==> src/design/fse_pkg.sv <==
// Package of the Fourier series evaluator: payload and control types, opcodes,
// register indexes and the elaboration-time quarter-wave sine generator.
`timescale 1ns / 1ps

package fse_pkg;

  localparam int unsigned MAX_DEGREE_DEF      = 64;
  localparam int unsigned SINE_TABLE_BITS_DEF = 10;
  localparam int unsigned COEF_WIDTH_DEF      = 32;

  localparam longint unsigned TWO_PI_Q30 = 64'd6746518852;

  // Divisors (2n)(2n+1) of the Taylor series terms.
  localparam longint unsigned TaylorDiv [1:10] =
    '{64'd6, 64'd20, 64'd42, 64'd72, 64'd110, 64'd156, 64'd210, 64'd272, 64'd342, 64'd420};

  typedef enum logic [1:0] {
    OP_WR_COS = 2'd0,
    OP_WR_SIN = 2'd1,
    OP_EVAL   = 2'd2,
    OP_READ   = 2'd3
  } fse_op_e;

  typedef enum logic {
    CFG_DEGREE     = 1'b0,
    CFG_INV_PERIOD = 1'b1
  } fse_cfg_e;

  typedef struct packed {
    logic [1:0]         opcode;
    logic [6:0]         index;
    logic signed [31:0] coef_value;
    logic signed [31:0] point;
  } fse_in_t;

  typedef struct packed {
    logic signed [31:0] series_value;
    logic signed [31:0] cos_coef;
    logic signed [31:0] sin_coef;
    logic               bad_index;
  } fse_out_t;

  typedef struct packed {
    logic item_load;
    logic wr_en;
    logic rd_item;
    logic phase_calc;
    logic acc_init;
    logic fetch;
    logic mul_en;
    logic mul_sin;
    logic acc_add;
    logic res_load;
    logic res_eval;
  } fse_cmd_t;

  typedef struct packed {
    logic [1:0] in_op;
    logic       d_zero;
    logic       more;
    logic       out_free;
  } fse_sts_t;

  // Quarter-wave sine in Q1.15 magnitude, evaluated only at elaboration.
  function automatic logic [14:0] quarter_sine(int unsigned q, int unsigned bits);
    longint unsigned qq;
    longint unsigned theta;
    longint unsigned t2;
    longint unsigned term;
    longint unsigned v;
    longint          sum;
    qq    = q;
    theta = (qq * TWO_PI_Q30) >> bits;
    t2    = (theta * theta) >> 30;
    term  = theta;
    sum   = longint'(theta);
    for (int n = 1; n <= 10; n++) begin
      term = (term * t2) >> 30;
      term = term / TaylorDiv[n];
      if ((n % 2) == 1) begin
        sum = sum - longint'(term);
      end else begin
        sum = sum + longint'(term);
      end
    end
    if (sum < 0) begin
      sum = 0;
    end
    v = sum;
    v = (v * 64'd32767 + (64'd1 << 29)) >> 30;
    if (v > 64'd32767) begin
      v = 64'd32767;
    end
    return 15'(v);
  endfunction

endpackage

==> src/design/fse_ctrl.sv <==
// Sequencing state machine of the Fourier series evaluator.
// Depends on fse_pkg for the command and status structs and the opcodes.
`timescale 1ns / 1ps

module fse_ctrl (
  input  logic             clk_i,
  input  logic             rst_ni,
  input  logic             in_valid_i,
  output logic             in_ready_o,
  input  fse_pkg::fse_sts_t sts_i,
  output fse_pkg::fse_cmd_t cmd_o
);

  import fse_pkg::*;

  localparam logic [3:0] S_IDLE      = 4'd0;
  localparam logic [3:0] S_WRITE     = 4'd1;
  localparam logic [3:0] S_READ      = 4'd2;
  localparam logic [3:0] S_READ_WAIT = 4'd3;
  localparam logic [3:0] S_PHASE     = 4'd4;
  localparam logic [3:0] S_INIT      = 4'd5;
  localparam logic [3:0] S_FETCH     = 4'd6;
  localparam logic [3:0] S_TERM_C    = 4'd7;
  localparam logic [3:0] S_TERM_S    = 4'd8;
  localparam logic [3:0] S_DRAIN     = 4'd9;
  localparam logic [3:0] S_RESULT    = 4'd10;

  logic [3:0] state_q, state_d;
  logic       accept;

  assign in_ready_o = (state_q == S_IDLE);
  assign accept     = in_valid_i && in_ready_o;

  always_comb begin
    state_d = state_q;
    cmd_o   = '0;
    unique case (state_q)
      S_IDLE: begin
        if (accept) begin
          cmd_o.item_load = 1'b1;
          unique case (sts_i.in_op)
            OP_WR_COS, OP_WR_SIN: state_d = S_WRITE;
            OP_EVAL:              state_d = S_PHASE;
            OP_READ:              state_d = S_READ;
            default:              state_d = S_IDLE;
          endcase
        end
      end
      S_WRITE: begin
        cmd_o.wr_en = 1'b1;
        state_d     = S_IDLE;
      end
      S_READ: begin
        cmd_o.rd_item = 1'b1;
        state_d       = S_READ_WAIT;
      end
      S_READ_WAIT: begin
        if (sts_i.out_free) begin
          cmd_o.res_load = 1'b1;
          state_d        = S_IDLE;
        end
      end
      S_PHASE: begin
        cmd_o.phase_calc = 1'b1;
        state_d          = S_INIT;
      end
      S_INIT: begin
        cmd_o.acc_init = 1'b1;
        state_d        = sts_i.d_zero ? S_RESULT : S_FETCH;
      end
      S_FETCH: begin
        cmd_o.fetch = 1'b1;
        state_d     = S_TERM_C;
      end
      S_TERM_C: begin
        cmd_o.mul_en  = 1'b1;
        cmd_o.acc_add = 1'b1;
        state_d       = S_TERM_S;
      end
      S_TERM_S: begin
        // The next harmonic is fetched while the sine term is multiplied.
        cmd_o.mul_en  = 1'b1;
        cmd_o.mul_sin = 1'b1;
        cmd_o.acc_add = 1'b1;
        if (sts_i.more) begin
          cmd_o.fetch = 1'b1;
          state_d     = S_TERM_C;
        end else begin
          state_d = S_DRAIN;
        end
      end
      S_DRAIN: begin
        cmd_o.acc_add = 1'b1;
        state_d       = S_RESULT;
      end
      S_RESULT: begin
        if (sts_i.out_free) begin
          cmd_o.res_load = 1'b1;
          cmd_o.res_eval = 1'b1;
          state_d        = S_IDLE;
        end
      end
      default: state_d = S_IDLE;
    endcase
  end

  always_ff @(posedge clk_i or negedge rst_ni) begin
    if (!rst_ni) begin
      state_q <= S_IDLE;
    end else begin
      state_q <= state_d;
    end
  end

endmodule

==> config.mk <==
export PLATFORM = sky130hd
export DESIGN_NAME = fse_ctrl
export DESIGN_NICKNAME = d
export VERILOG_FILES = /design/src/design/fse_pkg.sv /design/src/design/fse_ctrl.sv
export SDC_FILE = /design/constraint.sdc
export NUM_CORES = 1
export LEC_CHECK = 0
export ABC_AREA = 1
export BUFFER_PORTS_ARGS = -buffer_cell sky130_fd_sc_hd__buf_2
export CORE_AREA = 5 5 42 44
export DETAILED_ROUTE_END_ITERATION = 8
export DIE_AREA = 0 0 47 49
export SKIP_LAST_GASP = 1
export SLEW_MARGIN = 0
export SYNTH_ARGS = -nofsm -noshare
export SYNTH_HDL_FRONTEND = slang
export SYNTH_SLANG_ARGS = --single-unit
==> constraint.sdc <==
create_clock -name clk_i -period 3.52 [get_ports clk_i]
set_clock_uncertainty 0.2 [all_clocks]
set_input_delay 0.176 -clock clk_i [delete_from_list [all_inputs] [get_ports clk_i]]
set_output_delay 0.176 -clock clk_i [all_outputs]
set_load 0.05 [all_outputs]
==> impl_summary.txt <==
----------------------------------------------------
[Status]
  Result of the run ... finished, final reports clean

[Pwr]
  Share of total power in the clock network ... 0.108
  Net Switching ... between 0.3 and 0.4 mW
  Internal Power ... 0.191 mW
  Combinational cell fraction of total power ... 0.708
  Proportion of power drawn by flip-flops and latches ... 0.184
  Post-layout power ... approximately 0.5 mW
  Switching share of power ... 0.621
  PwrDens ... ~850 nW/µm²
  Leakage Power ... about 0.41 nW
  Maximum vdd drop ... a little over 0.0004 V

[Final layout]
  Final non-filler cell area ... just under 600 µm²
  Largest register FFs ... 4
  Antenna cell count ... 0
  Fill cell instance count of the final layout ... approximately 170
  Top flop regs ... state_q: 4 flops
  Register containing the most flip-flops in the final layout ... state_q
  Signed area change from the synthesized netlist to the final layout ... 33.1%
  Share of post-route cells with drive strength above 1 ... 0.400
  Final cell count without fillers ... between 100 and 150
  Post-layout nets ... 110

[Routing]
  Number of search-and-repair iterations in the first detailed-routing pass ... 2
  First DRT Iteration DRCs ... 3
  Routed Antenna Nets ... 0
  Routed WL ... between 1 and 1.5 mm
  DRC violations left ... 0
  Detailed-route vias per instance ... 4.28
  Post-detailed-route wirelength per cell ... 8.73 µm
  Detailed-route via count ... around 500

[Placed design]
  Count of buffers from port buffering ... 19
  # placed instances ... 112
  Placement-stage cell area ... 561 µm²
  Post-DP HPWL ... 904 µm
  Routability Congestion ... between 0.7 and 0.8
  Post-Place Setup Slack ... between 1.5 and 2 ns

[Timing]
  Crit path setup slack, layout ... ~1.7 ns
  Final Max Tran Viols ... 0
  RSZ-0062 raised after global routing ... no
  Timing-limited maximum frequency ... approximately 560 MHz
  Slew margin rel. ... 0.807
  Final Setup Violations ... 0
  Final worst path period need ... 1.80 ns
  Worst-margin pin slew ... slightly below 0.3 ns
  Hold violation count in the final report ... 0
  Setup tns final ... 0 ns
  Post-route clock period utilization ... 0.510

[Synth]
  YS warnings ... 0
  Avg Inst Size Synth ... between 5 and 6 µm²
  Number of storage elements in the synthesis netlist ... 4
  Number of distinct library cell variants in the gate-level netlist after synthesis ... 15
  Cell area after synthesis ... about 450 µm²
  Synthesized net count ... 85
  Share of synthesized area occupied by flip-flops and latches ... 0.225
  Mapped Cells ... 77

[GRT]
  Wire length of the first global-routing pass ... around 1.7 mm
  Via count of the first global-routing pass ... about 470
  Number of antenna violations at the first check in global routing ... 0
  Pin count of the biggest net entering global routing ... 8
  Overall global routing resource usage ... 0.101
  Grt ovf ... 0

[Clock network]
  CTS buffer count ... 3
  Total number of H-tree levels ... 1
  Skew-Pair Late Insertion Delay ... approximately 0.23 ns
  Post-CTS Repair Setup Buffers ... 0
  Clock Sinks ... 4
  Longest Clk Path Bufs ... 2
  Clock-pin slew reported for the worst setup and hold paths after clock tree synthesis ... roughly 0.03 ns
  Master cell of the clock root buffer ... sky130_fd_sc_hd__clkbuf_4
  CTS tree ... yes

[Floorplanning]
  Std-Cell Core Area ... 1400 µm²
  Floorplan die area ... 2300 µm²
  Number of standard-cell rows in the floorplan ... 14
  Number of top-level pins ... 20
  Die Width ... ~47 µm
  Initial Util ... 0.318
  Die Y-Extent ... ~49 µm

[Hold path]
  Worst Hold Class ... primary input to register

[Setup path]
  Highest net fanout along the worst path ... 5
  Start-to-end type of the worst setup path ... register to output pin
  Sort of element at the end of the critical path ... output pin
  Kind of start point of the critical path ... register
  Worst Path Arrival ... 1.42 ns
  Flop2flop setup slack ... ~2.1 ns
  Data required time of the critical path ... 3.14 ns

[Flow run]
  # Max-Cap Violations ... 0

----------------------------------------------------
## cell usage in the layout, fill, tap and decap left out
cell type	n
sky130_fd_sc_hd__nand2_1	21
sky130_fd_sc_hd__buf_2	19
sky130_fd_sc_hd__inv_1	13
sky130_fd_sc_hd__nor2_1	11
sky130_fd_sc_hd__nand2_2	7
sky130_fd_sc_hd__nand3_1	5
sky130_fd_sc_hd__dfrtp_1	4
sky130_fd_sc_hd__inv_2	3
sky130_fd_sc_hd__nor2_2	3
sky130_fd_sc_hd__clkbuf_4	3
sky130_fd_sc_hd__nor2_4	2
sky130_fd_sc_hd__a21oi_1	2
sky130_fd_sc_hd__nor3_1	2
sky130_fd_sc_hd__o21ai_2	1
sky130_fd_sc_hd__nand4_1	1
sky130_fd_sc_hd__nand3_2	1
sky130_fd_sc_hd__nor3_2	1
sky130_fd_sc_hd__dlygate4sd3_1	1
## synth_stat cells
library cell,n,area [µm²]
sky130_fd_sc_hd__nor2_2,3,18.8
sky130_fd_sc_hd__nand3_2,1,10.0
sky130_fd_sc_hd__o21ai_2,1,8.76
sky130_fd_sc_hd__nand4_1,1,6.26
sky130_fd_sc_hd__nor2_4,2,22.5
sky130_fd_sc_hd__nand3_1,5,25.0
sky130_fd_sc_hd__nor3_2,1,10.0
sky130_fd_sc_hd__inv_1,13,48.8
sky130_fd_sc_hd__dfrtp_1,4,100
sky130_fd_sc_hd__nor3_1,2,10.0
sky130_fd_sc_hd__nor2_1,11,41.3
sky130_fd_sc_hd__nand2_1,21,78.8
sky130_fd_sc_hd__nand2_2,7,43.8
sky130_fd_sc_hd__inv_2,3,11.3
sky130_fd_sc_hd__a21oi_1,2,10.0
## power by group through the flow
stage,Combinational (mW),Clock [mW],Sequential [mW]
after global routing,0.387,0.0620,0.0956
after detailed placement,0.359,0,0.0925
after CTS,0.360,0.0580,0.0920
final,0.356,0.0544,0.0924
after global placement,0.360,0,0.0920
after floorplan,0.289,0,0.0886
## kinds of logic (layout without fill, tap and decap cells)
family	after synthesis	count (layout)	share of synthesized area
and+or+nand+nor	54	54	0.598
buffers and inverters	16	39	0.135
DFF	4	4	0.225
AOI/OAI and AO/OA	3	3	0.0421
## final cells by class
type,count,area [µm²],area share
multi-input combinational,57,285,0.481
clock buffer,3,22.5,0.0380
timing repair buffer,20,105,0.177
tap,16,20.0,0.0338
inverter,16,60.1,0.101
sequential,4,100,0.169
## critical path: stages, from the launching register on
cell and delay [ns]:
sky130_fd_sc_hd__dfrtp_1 0.44, sky130_fd_sc_hd__nor2_2 0.22, sky130_fd_sc_hd__nand2_1 0.16, sky130_fd_sc_hd__nand3_1 0.11, sky130_fd_sc_hd__buf_2 0.26
## routing by layer
layer | up-vias | GRT usage | wire length [µm]
met4 | 0 | 0.0691 | 19
met3 | 2 | 0.0258 | 56
met2 | 9 | 0.158 | 513
met5 | - | 0 | 0
met1 | 208 | 0.113 | 424
li1 | 277 | - | -
## final timing paths
check,cells after the start,end,from
max,4,cmd_o[2],state_q[2]
min in group asynchronous,2,state_q[1],rst_ni
min reg2reg,2,state_q[3],state_q[3]
max in group asynchronous,2,state_q[3],rst_ni
min,4,state_q[1],sts_i[0]
max reg2reg,7,state_q[0],state_q[2]
## through the flow
step | utilization | hold WS, ns
final | 0.423 | 0.0595
after global routing | 0.423 | 0.0762
after floorplan | - | -0.320
after global placement | 0.400 | -0.219
after CTS | 0.423 | 0.0580
after detailed placement | 0.400 | -0.217
## what timing repair did
item | in CTS | in global routing
hold buffers | 1 | 0
resized for setup | 0 | 0
hold endpoints to repair | 4 | 0
No activity file was read; power rests on OpenSTA's default activity.
